**src/rtl/rtcsa_pkg.sv**
```systemverilog
// Package for the seconds counter with match alarm.
// Holds the opcodes, register offsets, decoded request type and identification table.
// Used by every module of the block; depends on nothing.
`default_nettype none

package rtcsa_pkg;

    localparam int unsigned QUEUE_DEPTH = 2;

    localparam logic [1:0] OP_READ  = 2'd0;
    localparam logic [1:0] OP_WRITE = 2'd1;
    localparam logic [1:0] OP_TICK  = 2'd2;

    localparam logic [11:0] OFF_COUNT   = 12'h000;
    localparam logic [11:0] OFF_MATCH   = 12'h004;
    localparam logic [11:0] OFF_LOAD    = 12'h008;
    localparam logic [11:0] OFF_ENABLE  = 12'h00C;
    localparam logic [11:0] OFF_MASK    = 12'h010;
    localparam logic [11:0] OFF_PENDING = 12'h014;
    localparam logic [11:0] OFF_IRQ     = 12'h018;
    localparam logic [11:0] OFF_CLEAR   = 12'h01C;
    localparam logic [6:0]  ID_PAGE     = 7'h7F;

    typedef enum logic [2:0] {
        CMD_NOP,
        CMD_READ,
        CMD_TICK,
        CMD_WR_MATCH,
        CMD_WR_LOAD,
        CMD_WR_ENABLE,
        CMD_WR_MASK,
        CMD_WR_CLEAR
    } cmd_kind_t;

    typedef enum logic [3:0] {
        RD_ZERO,
        RD_COUNT,
        RD_MATCH,
        RD_LOAD,
        RD_ENABLE,
        RD_MASK,
        RD_PENDING,
        RD_IRQ,
        RD_ID
    } rd_sel_t;

    typedef struct packed {
        cmd_kind_t   kind;
        rd_sel_t     rsel;
        logic [7:0]  id_byte;
        logic [31:0] wdata;
    } cmd_t;

    function automatic logic [7:0] id_lookup(input logic [2:0] idx);
        logic [7:0] b;
        unique case (idx)
            3'd0: b = 8'h31;
            3'd1: b = 8'h10;
            3'd2: b = 8'h04;
            3'd3: b = 8'h00;
            3'd4: b = 8'h0D;
            3'd5: b = 8'hF0;
            3'd6: b = 8'h05;
            3'd7: b = 8'hB1;
            default: b = 8'h00;
        endcase
        return b;
    endfunction

endpackage

`default_nettype wire

```
**src/rtl/rtc_seconds_alarm_regs.sv**
```systemverilog
// Throughput: one request per cycle while the queue is not full; the back end retires
// one queued request per cycle while the output register is empty or being taken.
// The queue between front and back ends decouples input stalls from output stalls.
// Reset: synchronous, active low; counter, match and load clear, counting enabled,
// mask, pending and armed flags clear, queue and output register emptied.
// Top level of the seconds counter with match alarm; uses rtcsa_pkg and its submodules.
`default_nettype none

module rtc_seconds_alarm_regs #(
    parameter int unsigned QUEUE_DEPTH = rtcsa_pkg::QUEUE_DEPTH
) (
    input  wire logic         aclk,
    input  wire logic         aresetn,
    input  wire logic         s_valid,
    output logic              s_ready,
    input  wire logic [1:0]   s_opcode,
    input  wire logic [11:0]  s_reg_offset,
    input  wire logic [3:0]   s_access_size,
    input  wire logic [31:0]  s_write_value,
    output logic              m_valid,
    input  wire logic         m_ready,
    output logic [31:0]       m_read_data,
    output logic              m_irq_line
);

    rtcsa_pkg::cmd_t front_cmd;
    rtcsa_pkg::cmd_t head_cmd;
    logic            q_push;
    logic            q_full;
    logic            q_pop;
    logic            q_valid;

    rtcsa_front u_front (
        .s_valid       (s_valid),
        .s_ready       (s_ready),
        .s_opcode      (s_opcode),
        .s_reg_offset  (s_reg_offset),
        .s_access_size (s_access_size),
        .s_write_value (s_write_value),
        .q_full        (q_full),
        .q_push        (q_push),
        .q_cmd         (front_cmd)
    );

    rtcsa_queue #(
        .DEPTH (QUEUE_DEPTH)
    ) u_queue (
        .aclk     (aclk),
        .aresetn  (aresetn),
        .push     (q_push),
        .push_cmd (front_cmd),
        .full     (q_full),
        .pop      (q_pop),
        .q_valid  (q_valid),
        .head_cmd (head_cmd)
    );

    rtcsa_back u_back (
        .aclk        (aclk),
        .aresetn     (aresetn),
        .q_valid     (q_valid),
        .head_cmd    (head_cmd),
        .pop         (q_pop),
        .m_valid     (m_valid),
        .m_ready     (m_ready),
        .m_read_data (m_read_data),
        .m_irq_line  (m_irq_line)
    );

endmodule

`default_nettype wire

```
**src/rtl/rtcsa_front.sv**
```systemverilog
// Front end: takes requests from the input channel and classifies them.
// Produces a decoded request for the queue; uses rtcsa_pkg.
`default_nettype none

module rtcsa_front (
    input  wire logic                s_valid,
    output logic                     s_ready,
    input  wire logic [1:0]          s_opcode,
    input  wire logic [11:0]         s_reg_offset,
    input  wire logic [3:0]          s_access_size,
    input  wire logic [31:0]         s_write_value,
    input  wire logic                q_full,
    output logic                     q_push,
    output rtcsa_pkg::cmd_t          q_cmd
);

    logic size_ok;
    logic id_hit;

    assign s_ready = !q_full;
    assign q_push  = s_valid && !q_full;

    assign size_ok = (s_access_size == 4'd1) || (s_access_size == 4'd2) ||
                     (s_access_size == 4'd4) || (s_access_size == 4'd8);
    assign id_hit  = (s_reg_offset[11:5] == rtcsa_pkg::ID_PAGE) &&
                     (s_reg_offset[1:0] == 2'b00);

    always_comb begin
        q_cmd.kind    = rtcsa_pkg::CMD_NOP;
        q_cmd.rsel    = rtcsa_pkg::RD_ZERO;
        q_cmd.id_byte = rtcsa_pkg::id_lookup(s_reg_offset[4:2]);
        q_cmd.wdata   = s_write_value;
        priority if (s_opcode == rtcsa_pkg::OP_TICK) begin
            q_cmd.kind = rtcsa_pkg::CMD_TICK;
        end else if (s_opcode == rtcsa_pkg::OP_READ && size_ok) begin
            q_cmd.kind = rtcsa_pkg::CMD_READ;
            if (id_hit) begin
                q_cmd.rsel = rtcsa_pkg::RD_ID;
            end else begin
                case (s_reg_offset)
                    rtcsa_pkg::OFF_COUNT:   q_cmd.rsel = rtcsa_pkg::RD_COUNT;
                    rtcsa_pkg::OFF_MATCH:   q_cmd.rsel = rtcsa_pkg::RD_MATCH;
                    rtcsa_pkg::OFF_LOAD:    q_cmd.rsel = rtcsa_pkg::RD_LOAD;
                    rtcsa_pkg::OFF_ENABLE:  q_cmd.rsel = rtcsa_pkg::RD_ENABLE;
                    rtcsa_pkg::OFF_MASK:    q_cmd.rsel = rtcsa_pkg::RD_MASK;
                    rtcsa_pkg::OFF_PENDING: q_cmd.rsel = rtcsa_pkg::RD_PENDING;
                    rtcsa_pkg::OFF_IRQ:     q_cmd.rsel = rtcsa_pkg::RD_IRQ;
                    default:                q_cmd.rsel = rtcsa_pkg::RD_ZERO;
                endcase
            end
        end else if (s_opcode == rtcsa_pkg::OP_WRITE && size_ok) begin
            case (s_reg_offset)
                rtcsa_pkg::OFF_MATCH:  q_cmd.kind = rtcsa_pkg::CMD_WR_MATCH;
                rtcsa_pkg::OFF_LOAD:   q_cmd.kind = rtcsa_pkg::CMD_WR_LOAD;
                rtcsa_pkg::OFF_ENABLE: q_cmd.kind = rtcsa_pkg::CMD_WR_ENABLE;
                rtcsa_pkg::OFF_MASK:   q_cmd.kind = rtcsa_pkg::CMD_WR_MASK;
                rtcsa_pkg::OFF_CLEAR:  q_cmd.kind = rtcsa_pkg::CMD_WR_CLEAR;
                default:               q_cmd.kind = rtcsa_pkg::CMD_NOP;
            endcase
        end else begin
            q_cmd.kind = rtcsa_pkg::CMD_NOP;
        end
    end

endmodule

`default_nettype wire

```
**src/rtl/rtcsa_queue.sv**
```systemverilog
// Short request queue between the front end and the back end.
// Stores decoded requests of type rtcsa_pkg::cmd_t.
`default_nettype none

module rtcsa_queue #(
    parameter int unsigned DEPTH = rtcsa_pkg::QUEUE_DEPTH
) (
    input  wire logic            aclk,
    input  wire logic            aresetn,
    input  wire logic            push,
    input  wire rtcsa_pkg::cmd_t push_cmd,
    output logic                 full,
    input  wire logic            pop,
    output logic                 q_valid,
    output rtcsa_pkg::cmd_t      head_cmd
);

    localparam int unsigned PTR_W = (DEPTH > 1) ? $clog2(DEPTH) : 1;
    localparam int unsigned CNT_W = $clog2(DEPTH + 1);

    rtcsa_pkg::cmd_t  slot_reg [DEPTH];
    logic [PTR_W-1:0] wr_ptr_reg, wr_ptr_next;
    logic [PTR_W-1:0] rd_ptr_reg, rd_ptr_next;
    logic [CNT_W-1:0] count_reg, count_next;
    logic             do_pop;

    assign full     = (count_reg == CNT_W'(DEPTH));
    assign q_valid  = (count_reg != '0);
    assign head_cmd = slot_reg[rd_ptr_reg];
    assign do_pop   = pop && q_valid;

    always_comb begin
        wr_ptr_next = wr_ptr_reg;
        rd_ptr_next = rd_ptr_reg;
        count_next  = count_reg;
        if (push) begin
            wr_ptr_next = (wr_ptr_reg == PTR_W'(DEPTH - 1)) ? '0 : wr_ptr_reg + 1'b1;
        end
        if (do_pop) begin
            rd_ptr_next = (rd_ptr_reg == PTR_W'(DEPTH - 1)) ? '0 : rd_ptr_reg + 1'b1;
        end
        if (push && !do_pop) begin
            count_next = count_reg + 1'b1;
        end else if (do_pop && !push) begin
            count_next = count_reg - 1'b1;
        end
    end

    always_ff @(posedge aclk) begin
        if (!aresetn) begin
            wr_ptr_reg <= '0;
            rd_ptr_reg <= '0;
            count_reg  <= '0;
        end else begin
            wr_ptr_reg <= wr_ptr_next;
            rd_ptr_reg <= rd_ptr_next;
            count_reg  <= count_next;
        end
    end

    always_ff @(posedge aclk) begin
        if (push) begin
            slot_reg[wr_ptr_reg] <= push_cmd;
        end
    end

    a_count_bound: assert property (@(posedge aclk) disable iff (!aresetn)
        count_reg <= CNT_W'(DEPTH))
        else $error("queue count beyond depth");
    a_no_push_full: assert property (@(posedge aclk) disable iff (!aresetn)
        full |-> !push)
        else $error("push into a full queue");

endmodule

`default_nettype wire

```
**src/rtl/rtcsa_back.sv**
```systemverilog
// Back end: holds the clock and alarm registers and carries out decoded requests.
// Drives the result channel from an output register; uses rtcsa_pkg.
`default_nettype none

module rtcsa_back (
    input  wire logic            aclk,
    input  wire logic            aresetn,
    input  wire logic            q_valid,
    input  wire rtcsa_pkg::cmd_t head_cmd,
    output logic                 pop,
    output logic                 m_valid,
    input  wire logic            m_ready,
    output logic [31:0]          m_read_data,
    output logic                 m_irq_line
);

    logic [31:0] count_reg, count_next;
    logic [31:0] match_reg, match_next;
    logic [31:0] load_reg, load_next;
    logic        enable_reg, enable_next;
    logic        mask_reg, mask_next;
    logic        pending_reg, pending_next;
    logic        armed_reg, armed_next;
    logic        m_valid_reg, m_valid_next;
    logic [31:0] m_data_reg, m_data_next;
    logic        m_irq_reg, m_irq_next;
    logic        do_check;
    logic [31:0] rdata;

    assign pop         = q_valid && (!m_valid_reg || m_ready);
    assign m_valid     = m_valid_reg;
    assign m_read_data = m_data_reg;
    assign m_irq_line  = m_irq_reg;

    always_comb begin
        count_next   = count_reg;
        match_next   = match_reg;
        load_next    = load_reg;
        enable_next  = enable_reg;
        mask_next    = mask_reg;
        pending_next = pending_reg;
        armed_next   = armed_reg;
        do_check     = 1'b0;
        unique case (head_cmd.kind)
            rtcsa_pkg::CMD_NOP: begin
            end
            rtcsa_pkg::CMD_READ: begin
                do_check = 1'b1;
            end
            rtcsa_pkg::CMD_TICK: begin
                if (enable_reg) begin
                    count_next = count_reg + 32'd1;
                    do_check   = 1'b1;
                end
            end
            rtcsa_pkg::CMD_WR_MATCH: begin
                match_next   = head_cmd.wdata;
                pending_next = 1'b0;
                armed_next   = 1'b1;
                do_check     = 1'b1;
            end
            rtcsa_pkg::CMD_WR_LOAD: begin
                load_next  = head_cmd.wdata;
                count_next = head_cmd.wdata;
                do_check   = 1'b1;
            end
            rtcsa_pkg::CMD_WR_ENABLE: begin
                enable_next = head_cmd.wdata[0];
                do_check    = 1'b1;
            end
            rtcsa_pkg::CMD_WR_MASK: begin
                mask_next = head_cmd.wdata[0];
            end
            rtcsa_pkg::CMD_WR_CLEAR: begin
                pending_next = 1'b0;
                armed_next   = 1'b0;
            end
            default: begin
            end
        endcase
        if (do_check && !pending_next && armed_next && enable_next &&
            (count_next >= match_next)) begin
            pending_next = 1'b1;
            armed_next   = 1'b0;
        end
    end

    always_comb begin
        unique case (head_cmd.rsel)
            rtcsa_pkg::RD_ZERO:    rdata = '0;
            rtcsa_pkg::RD_COUNT:   rdata = count_next;
            rtcsa_pkg::RD_MATCH:   rdata = match_next;
            rtcsa_pkg::RD_LOAD:    rdata = load_next;
            rtcsa_pkg::RD_ENABLE:  rdata = {31'd0, enable_next};
            rtcsa_pkg::RD_MASK:    rdata = {31'd0, mask_next};
            rtcsa_pkg::RD_PENDING: rdata = {31'd0, pending_next};
            rtcsa_pkg::RD_IRQ:     rdata = {31'd0, pending_next & mask_next};
            rtcsa_pkg::RD_ID:      rdata = {24'd0, head_cmd.id_byte};
            default:               rdata = '0;
        endcase
    end

    always_comb begin
        m_valid_next = m_valid_reg;
        m_data_next  = m_data_reg;
        m_irq_next   = m_irq_reg;
        if (pop) begin
            m_valid_next = 1'b1;
            m_data_next  = (head_cmd.kind == rtcsa_pkg::CMD_READ) ? rdata : 32'd0;
            m_irq_next   = pending_next & mask_next;
        end else if (m_ready) begin
            m_valid_next = 1'b0;
        end
    end

    always_ff @(posedge aclk) begin
        if (!aresetn) begin
            count_reg   <= '0;
            match_reg   <= '0;
            load_reg    <= '0;
            enable_reg  <= 1'b1;
            mask_reg    <= 1'b0;
            pending_reg <= 1'b0;
            armed_reg   <= 1'b0;
            m_valid_reg <= 1'b0;
        end else begin
            if (pop) begin
                count_reg   <= count_next;
                match_reg   <= match_next;
                load_reg    <= load_next;
                enable_reg  <= enable_next;
                mask_reg    <= mask_next;
                pending_reg <= pending_next;
                armed_reg   <= armed_next;
            end
            m_valid_reg <= m_valid_next;
        end
    end

    always_ff @(posedge aclk) begin
        m_data_reg <= m_data_next;
        m_irq_reg  <= m_irq_next;
    end

    a_pend_arm_excl: assert property (@(posedge aclk) disable iff (!aresetn)
        !(pending_reg && armed_reg))
        else $error("alarm pending and armed together");
    a_irq_tracks: assert property (@(posedge aclk) disable iff (!aresetn)
        m_valid_reg |-> (m_irq_reg == (pending_reg & mask_reg)))
        else $error("interrupt output out of step with alarm state");
    a_state_holds: assert property (@(posedge aclk) disable iff (!aresetn)
        ($past(aresetn) && !$past(pop)) |-> ($stable(count_reg) && $stable(match_reg)))
        else $error("clock state changed without a request");

endmodule

`default_nettype wire

```
**config.mk**
```make
export PLATFORM = sky130hd
export DESIGN_NAME = rtc_seconds_alarm_regs
export DESIGN_NICKNAME = d
export VERILOG_FILES = /design/src/rtl/rtcsa_pkg.sv /design/src/rtl/rtc_seconds_alarm_regs.sv /design/src/rtl/rtcsa_front.sv /design/src/rtl/rtcsa_queue.sv /design/src/rtl/rtcsa_back.sv
export SDC_FILE = /design/constraint.sdc
export NUM_CORES = 1
export LEC_CHECK = 0
export ABC_CLOCK_PERIOD_IN_PS = 4590
export BUFFER_PORTS_ARGS = -buffer_cell sky130_fd_sc_hd__buf_4
export CAP_MARGIN = 40
export CORE_MARGIN = 1.5
export CORE_UTILIZATION = 63
export CTS_BUF_LIST = sky130_fd_sc_hd__clkbuf_2
export DETAILED_ROUTE_END_ITERATION = 8
export PLACE_DENSITY = 0.83
export SYNTH_ARGS = -nofsm -noshare
export SYNTH_HDL_FRONTEND = slang
export SYNTH_SLANG_ARGS = --single-unit
```
**constraint.sdc**
```tcl
create_clock -name aclk -period 4.59 [get_ports aclk]
set_input_delay 0 -clock aclk [delete_from_list [all_inputs] [get_ports aclk]]
set_output_delay 0 -clock aclk [all_outputs]
set_load 0.005 [all_outputs]
```
; ---- Word level (Yosys, flattened, before mapping)
; Memories as Yosys holds them, arrays and structs flattened. A register that Yosys moved wholly into a read port is not among the register bits.
; Cells that the tools add are included.
[word_totals]
ff_bits = 138
latch_bits = 0
ram_bits = 94
rom_bits = 56
input_bits = 54
output_inout_bits = 35
wordCells = 112
memories = 2
[memory_table]
columns = name, depth, word_bits, rd, rd_ports_with_merged_regs, write_ports, line
row1 = u_queue.slot_reg, 2, 47, 1, 1, 1, rtcsa_queue.sv:21  ; rtcsa_pkg::cmd_t slot_reg [DEPTH];
row2 = (name not given), 8, 7, 1, 0, 0, rtcsa_pkg.sv:56  ; unique case (idx)
[op_classes]
add_sub_neg = 5
mul = 0
div_mod_pow = 0
n_lt_le_gt_ge = 1
n_eq_ne = 30
shift = 0
n_mux = 31
n_bitwise = 1
n_reduce_logical = 29
[ops]
columns = op, count
row1 = $pmux 32 s8, 1
row2 = $mux 32, 3
row3 = $pmux 32 s2, 1
row4 = $eq 12x5->1 const B, 4
row5 = $add 32x1->32 const B, 1
row6 = $ge 32x32->1, 1
row7 = $eq 12x4->1 const B, 2
row8 = $pmux 3 s7, 1
row9 = $eq 4x3->1 const B, 5
row10 = $pmux 3 s5, 1
row11 = $mux 1, 14
row12 = $eq 12x3->1 const B, 1
row13 = $eq 3x3->1 const B, 4
row14 = $eq 4x2->1 const B, 3
row15 = $logic_and 1x1->1, 12
row16 = $logic_not 12->1, 1
row17 = $mux 4, 3
row18 = $mux 3, 3
row19 = $eq 4x1->1 const B, 2
row20 = $eq 4x4->1 const B, 2
row21 = $eq 7x7->1 const B, 1
row22 = $eq 3x2->1 const B, 2
row23 = $reduce_bool 2->1, 3
row24 = $logic_not 1->1, 5
row25 = 13 further kinds, 21

; ---- Longest topological paths before layout
; Gate-level depths: netlist of run 1.
[depth]
ltp_word = 11
mapped_depth = 17
ltp_nobuf = 14

; ---- By module
; Synthesis of run 1 repeated with hierarchy kept, for this count alone.
[unflattened]
cells_unflattened = 1198
area_unflattened_um2 = 12019.0
[by_module_without_submodules]
columns = mod, n_inst, cells_per_inst, area_per_inst_um2, seq_area_each_um2
row1 = rtcsa_back, 1, 946, 7881.3, 3012.9
row2 = rtcsa_queue, 1, 168, 3607.2, 2922.8
row3 = rtcsa_front, 1, 84, 530.5, 0.0

; ---- Worst setup path before layout of run 1
; OpenSTA, ideal clock, no wires.
[synth_timing]
path_type = register to register
startpoint = register (tool-made name)
endpoint = register u_back.m_data_reg[0] (netlist: u_back.m_read_data[0]), data pin
setup_time_ns = 0.174
arrival_ns = 3.676
t_required_ns = 4.416
path_slack_ns = 0.740
path_stages_with_launch = 15
n_path_buf = 1
synth_period_minus_slack_ns = 3.850
path_cell_list = dfxtp_1 > buf_6 > or4b_4 > a2111oi_4 > nand4_1 > o211a_1 > nor3_2 > inv_1 > ha_1 > nand4_1 > nor4_1 > o211a_1 > o41ai_1 > o2bb2ai_1 > a311oi_1
[synth_lines]
columns = element, line
row1 = end signal: assignment, rtcsa_back.sv:141  ; m_data_reg <= m_data_next;
row2 = end: declaration, rtcsa_back.sv:25  ; logic [31:0] m_data_reg, m_data_next;

==> results of run 1 <==
[worst min-delay path by stage]
stage                                  from  cells after the start                       to  slack (ns)
after CTS                   s_reg_offset[3]                      3  u_queue.slot_reg[1][35]        0.01
final                       s_reg_offset[3]                      3  u_queue.slot_reg[1][35]        0.06
after global routing        s_reg_offset[3]                      3  u_queue.slot_reg[0][35]        0.03
after floorplan            s_write_value[0]                      0   u_queue.slot_reg[0][0]         0.1
after detailed placement  s_write_value[21]                      1  u_queue.slot_reg[1][21]        0.19
after global placement    s_write_value[12]                      1  u_queue.slot_reg[0][12]        0.18
[cell usage in the layout, fill, tap and decap left out, types with 12 or more instances in the layout]
master         Yosys  layout
mux2i_1           53      53
ha_1              34      34
nand2_1          117     117
and3_1            13      12
a211oi_1          39      39
nor2_1           152     150
dlygate4sd3_1      0      83
o22a_1            22      22
clkbuf_2           0      91
a21oi_1           71      71
nor3_1            26      25
nand3_1           21      20
o22ai_1           17      17
inv_1             35      34
buf_4              0     111
o21a_1            38      38
dfxtp_1          106     105
nand4_1           15      15
o21ai_0           73      73
edfxtp_1         125     125
[Yosys cell counts, types with 6 or more instances]
library cell / number
nor3_1: 26
nand3_1: 21
nor2_1: 152
o2111ai_1: 7
o21ai_0: 73
a31oi_1: 8
o211a_1: 8
nand2_1: 117
a211oi_1: 39
o22a_1: 22
nand4_1: 15
inv_1: 35
a211o_1: 6
dfxtp_1: 106
xor2_1: 9
buf_1: 12
a21o_1: 7
ha_1: 34
o22ai_1: 17
o21a_1: 38
and3_1: 13
nand2b_1: 9
o32a_1: 7
mux2_2: 8
nor3_2: 7
mux2i_1: 53
buf_2: 10
a21oi_1: 71
clkbuf_1: 51
edfxtp_1: 125
[layer usage]
metal	part of all wire	track usage
met1	0.43	0.5083
met2	0.44	0.5114
met3	0.11	0.08087
met4	0.015	0.09141
met5	0	0
[worst max-delay path, delay by kind of cell, from the launching register on]
kind	cells	cell delay, ns
compound gates	5	1.88
fa+ha+maj	1	0.31
buf+inv	2	0.29
flops	1	0.51
mux	1	0.15
simple gates	4	1.09
[metrics by stage]
| stage | setup WS, ns | cell area [sq um] | hold slack [ns] |
|---|---|---|---|
| after floorplan | 0.7398 | 11770 | 0.09887 |
| after global placement | 0.4291 | 12670 | 0.1845 |
| after detailed placement | 0.3007 | 12710 | 0.1873 |
| after CTS | 0.2622 | 14060 | 0.01317 |
| after global routing | 0.06462 | 14070 | 0.03457 |
| final | 0.1630 | 14070 | 0.05818 |
[cell families after synthesis]
logic type / after synthesis / synth area share
buffers and inverters: 112 / 0.03870
AOI/OAI and AO/OA: 348 / 0.2037
DFF: 231 / 0.4993
muxes: 62 / 0.05390
adders and majority gates: 34 / 0.03615
xor gates and xnor gates: 14 / 0.01042
and+or+nand+nor: 398 / 0.1579
[report_power, final]
| part | internal [uW] | switching, uW | leakage (uW) | total [uW] |
|---|---|---|---|---|
| registers | 2730 | 347 | 0.00206 | 3080 |
| clock network | 526 | 869 | 0.000409 | 1390 |
| logic | 1260 | 2030 | 0.00283 | 3290 |
| total | 4520 | 3240 | 0.00530 | 7760 |
[repair_timing]
action                     4_1_cts  5_1_grt
resized for setup                0        2
hold buffers                    83        0
setup endpoints to repair        0        1
hold endpoints to repair       236        0
[cell type report]
class / count / area [sq um]
Multi-Input combinational cell: 856 / 5490
Clock inverter: 13 / 60.06
Timing Repair Buffer: 199 / 1764
Tap cell: 229 / 286.5
Sequential cell: 231 / 5879
Clock buffer: 91 / 455.4
Inverter: 36 / 135.1
Antenna cell: 1 / 2.502
Fill cell: 1234 / 4074
==> flow_metrics.env, run 1 <==
export IMPL_largest_reg_flops=92
export IMPL_cts_buffers=55
export IMPL_setup_tns_final_ns=0
export IMPL_ys_seq_area_frac=0.4993
export IMPL_slew_viol_final=0
export IMPL_cpMostUsedCell="nand4_1"
export IMPL_ys_types=73
export IMPL_clock_latency_ns=0.89
export IMPL_crit_start="u_queue.slot_reg[0][46]"
export IMPL_max_freq_mhz=225.9
export IMPL_drt_antenna_violating_nets=0
export IMPL_powerDensity_nw_per_um2=551.6
export IMPL_place_congestion=0.9735
export IMPL_postCtsSetupBuffers=0
export IMPL_regToRegStartpoint="u_queue.slot_reg[0][46]"
export IMPL_synth_async_reset_ratio=0
export IMPL_status="finished with violations"
export IMPL_area_growth_pct=19.58
export IMPL_grt_max_degree=62
export IMPL_routed_via_count=10430
export IMPL_power_uw=7764
export IMPL_cpMaxStageDelayCell="a2111oi_0"
export IMPL_violations="design-rule violations"
export IMPL_hold_viol_final=0
export IMPL_first_global_vias=9577
export IMPL_synth_edf_count=125
export IMPL_slowest_delay_ns=0.82
export IMPL_die_w_um=139.7
export IMPL_ctsRootBufferMaster="clkbuf_2"
export IMPL_period_minus_slack_ns=4.427
export IMPL_drc=8
export IMPL_r2r_setup_slack_ns=0.16
export IMPL_ioPinCount=89
export IMPL_nNetsFinal=1467
export IMPL_synthCells=1199
export IMPL_core_rowCount=49
export IMPL_yosysTopAreaCellShare=0.3189
export IMPL_dr_first_iter_drc_count=1373
export IMPL_min_path_type="input port to flop"
export IMPL_h_tree_depth=2
export IMPL_arrival_ns=5.09
export IMPL_synth_seq_cells=231
export IMPL_place_port_buffers=88
export IMPL_overflow=0
export IMPL_reg2reg_depth=13
export IMPL_syn_area_per_cell_sq_um=9.816
export IMPL_r2r_end="u_back.m_read_data[0]"
export IMPL_antenna_found_initial=1
export IMPL_routed_via_density=6.298
export IMPL_die_h_um=139.7
export IMPL_power_leakage_uw=0.005299
export IMPL_worstSetupEndpointType="flop"
export IMPL_path_cells="or4b_4 > a2111oi_4 > buf_4 > nand4_1 > mux2i_1 > nor2_1 > inv_1 > ha_1 > nand4_1 > a2111oi_0 > o41ai_1 > o2bb2ai_2 > a311oi_1"
export IMPL_routedWlPerCell_um=20.47
export IMPL_cts_sinks=231
export IMPL_dp_cells=1468
export IMPL_wl_um=33890
export IMPL_cts_tree="built"
export IMPL_syn_nets=1287
export IMPL_die_area_sq_um=19510
export IMPL_synth_area_top_cells="edfxtp_1 32%, dfxtp_1 18%, nor2_1 4.8%"
export IMPL_skew_ns=0.08765
export IMPL_critPathMaxFanout=6
export IMPL_relSlewSlack=0.3927
export IMPL_worstSetupEndpoint="u_back.m_read_data[0]"
export IMPL_synth_top_area_cell="edfxtp_1"
export IMPL_grt_pass1_wl_um=52090
export IMPL_crit_type="flop to flop"
export IMPL_rsz0062_at_grt="false"
export IMPL_dr_pass1_iters=8
export IMPL_final_cell_count_no_fill=1656
export IMPL_setup_violations=0
export IMPL_cp_data_required_time_ns=5.25
export IMPL_synth_cell_area_sq_um=11770
export IMPL_finish_utilization=0.7755
export IMPL_drive_gt1_frac=0.1795
export IMPL_clock_path_buffers=3
export IMPL_worst_slew_pin_slew_ns=0.8880
export IMPL_grtUsageTotal=0.3443
export IMPL_clkTransAtPathRegs_ns=0.11
export IMPL_ys_flop_type="edfxtp_1"
export IMPL_vdd_drop_max_v=0.0003121
export IMPL_yosysWarnings=0
export IMPL_dp_hpwl_um=21250
export IMPL_start_util=0.6485
export IMPL_cp_start_kind="flop"
export IMPL_cap_violations=0
export IMPL_core_sq_um=18150
export IMPL_layout_worst_path_cycle_share=0.9645
Note: power is estimated with default switching activity, not from simulation.
==> run 2, diff against run 1 <==
- ABC_AREA: not set -> 1
- RECOVER_POWER: not set -> 50
==> run 2 against run 1 <==
- the run ends with max-capacitance violations, max-slew violations left
- global-route usage is 0.34 points higher
- worst hold slack lost 0.041 ns
- clock skew grew 0.0046 ns
- total power is 23% higher
- clock power about the same
- first-iteration DRC count rose by 8.3%
- critical path depth up 2
- synthesized cell count grew 30%
- count of clock-buffer cells in the layout is 6 lower
==> flow_metrics.env, run 2 <==
export IMPL_status="finished with violations"
export IMPL_violations="max-capacitance violations, max-slew violations"
export IMPL_synth_top_area_cell="edfxtp_1"
export IMPL_layout_commonest_cell="nand2_1"
export IMPL_die_w_um=143.3
export IMPL_r2r_setup_slack_ns=0.70
export IMPL_synth_edf_count=125
export IMPL_synthCells=1564
export IMPL_final_cell_mix="325 x nand2_1, 229 x inv_1, 153 x o21ai_0, 125 x edfxtp_1, 121 x a21oi_1"
export IMPL_ys_seq_area_frac=0.4741
export IMPL_grt_pass1_wl_um=55500
export IMPL_routed_via_count=11880
export IMPL_cts_sinks=231
export IMPL_crit_type="input port to flop"
export IMPL_grtUsageMet3=0.08920
export IMPL_dr_first_iter_drc_count=1487
export IMPL_postCtsHoldBufs=90
export IMPL_drc=0
export IMPL_cts_buffers=57
export IMPL_yosys_top_cells_count="325 x nand2_1, 230 x inv_1, 153 x o21ai_0"
export IMPL_syn_area_per_cell_sq_um=7.924
export IMPL_dr_pass1_iters=6
export IMPL_min_from="m_ready"
export IMPL_worst_slew_pin_slew_ns=2.613
export IMPL_clock_latency_ns=0.89
export IMPL_clock_path_buffers=3
export IMPL_nNetsFinal=1838
export IMPL_clkTransAtPathRegs_ns=0.12
export IMPL_yosysTopAreaCellShare=0.3029
export IMPL_cp_start_kind="input port"
export IMPL_powerDensity_nw_per_um2=650.6
export IMPL_largest_reg_flops=92
export IMPL_die_h_um=143.3
export IMPL_area_growth_pct=18.59
export IMPL_relSlewSlack=-0.7417
export IMPL_antenna_found_initial=2
export IMPL_r2r_end="u_back.m_read_data[0]"
export IMPL_setup_violations=0
export IMPL_cts_resized=0
export IMPL_setup_tns_final_ns=0
export IMPL_start_util=0.6389
export IMPL_vdd_drop_max_v=0.0003614
export IMPL_postCtsSetupBuffers=0
export IMPL_rsz0062_at_grt="false"
export IMPL_wl_um=35440
export IMPL_synth_area_top_cells="edfxtp_1 30%, dfxtp_1 17%, nand2_1 9.8%"
export IMPL_yosysMostFrequentCell="nand2_1"
export IMPL_max_freq_mhz=246.4
export IMPL_setup_ws_ns=0.5314
export IMPL_cts_tree="built"
export IMPL_critPathMaxFanout=3
export IMPL_arrival_ns=4.76
export IMPL_whs_endpoint="u_back.m_valid"
export IMPL_first_global_vias=10870
export IMPL_place_congestion=0.9940
export IMPL_synth_seq_cells=231
export IMPL_routed_via_density=5.765
export IMPL_ctsRootBufferMaster="clkbuf_2"
export IMPL_grtUsageTotal=0.3477
export IMPL_worstSetupEndpointType="flop"
export IMPL_cp_data_required_time_ns=5.29
export IMPL_grt_max_degree=63
export IMPL_min_path_type="input port to flop"
export IMPL_drive_gt1_frac=0.1248
export IMPL_h_tree_depth=2
export IMPL_cap_violations=3
export IMPL_hold_depth=5
export IMPL_period_minus_slack_ns=4.059
export IMPL_dp_slack_ns=0.8339
export IMPL_layout_worst_path_cycle_share=0.8842
export IMPL_routedWlPerCell_um=17.19
export IMPL_slew_viol_final=121
export IMPL_reg2reg_depth=23
export IMPL_synth_cell_area_sq_um=12390
export IMPL_syn_nets=1652
export IMPL_synth_async_reset_ratio=0
export IMPL_dp_hpwl_um=22440
export IMPL_grt_busiest_layer="met2"
export IMPL_ys_flop_type="edfxtp_1"
export IMPL_hold_viol_final=0
export IMPL_die_area_sq_um=20520
export IMPL_gr_usage_met2=0.5362
export IMPL_core_rowCount=51
export IMPL_place_port_buffers=88
export IMPL_yosysWarnings=0
export IMPL_grt_met1_usage=0.4809
export IMPL_overflow=0
export IMPL_ioPinCount=89
export IMPL_power_leakage_uw=0.006413
export IMPL_core_sq_um=19400
export IMPL_drt_antenna_violating_nets=0
export IMPL_skew_ns=0.09224
export IMPL_ys_types=43
==> run 2: critical path: stages <==
cell           delay, ns
dlygate4sd3_1       0.54
buf_4               0.14
nand2_1             0.06
dlygate4sd3_1       0.55
nand2_1             0.06
dlygate4sd3_1       0.55
nand2_1             0.05
dlygate4sd3_1       0.54
inv_1               0.05
nor3_1              0.13
dlygate4sd3_1       0.64
nand2_1             0.09
dlygate4sd3_1       0.58
nor4_1              0.17
dlygate4sd3_1       0.61
==> run 2: worst max path at each step <==
stage                                    start                      end
after floorplan           u_queue.count_reg[0]   u_queue.slot_reg[1][0]
after global placement                    flop    u_back.m_read_data[0]
after detailed placement                  flop    u_back.m_read_data[0]
after CTS                     s_access_size[0]  u_queue.slot_reg[1][40]
after global routing      u_queue.count_reg[0]     u_queue.count_reg[1]
final                         s_access_size[0]  u_queue.slot_reg[1][40]
==> run 2: cell families after synthesis <==
logic type / synth area share
AOI/OAI and AO/OA: 0.1692
DFF: 0.4741
buffers and inverters: 0.09763
and+or+nand+nor: 0.2000
xor gates and xnor gates: 0.002121
muxes: 0.02261
adders and majority gates: 0.03433
==> run 2: area by class of cell <==
cell class,count,area [sq um]
diodes,1,2.502
clock buffers,85,425.4
clock inverters,19,83.83
fillers,1363,4702
inverters,237,889.6
multi-input cells,1025,5336
flip-flops and latches,231,5877
well taps,265,331.6
repair buffers,198,1750
==> run 2: stage by stage <==
step	hold slack, ns	power, uW	instance area [sq um]	instances	util
finish	0.01750	9561	14700	2061	0.7576
detailed placement	0.1873	7986	13320	1866	0.6867
floorplan	0.09887	6593	12390	1564	-
global placement	0.1847	7777	13230	1862	0.6818
global route	0.04895	10310	14700	2061	0.7576
CTS	0.01944	9374	14730	2060	0.7594
==> run 2: where the power goes <==
part           total, uW  switching (uW)  internal (uW)
Sequential          3330             404           2920
Combinational       4860            3220           1640
Clock               1370             868            502
==> run 2: metal layers <==
metal	wire length, um	vias to the layer above
li1	-	5621
met1	14380	5443
met2	15990	710
met3	4067	107
met4	1000	0
met5	0	-
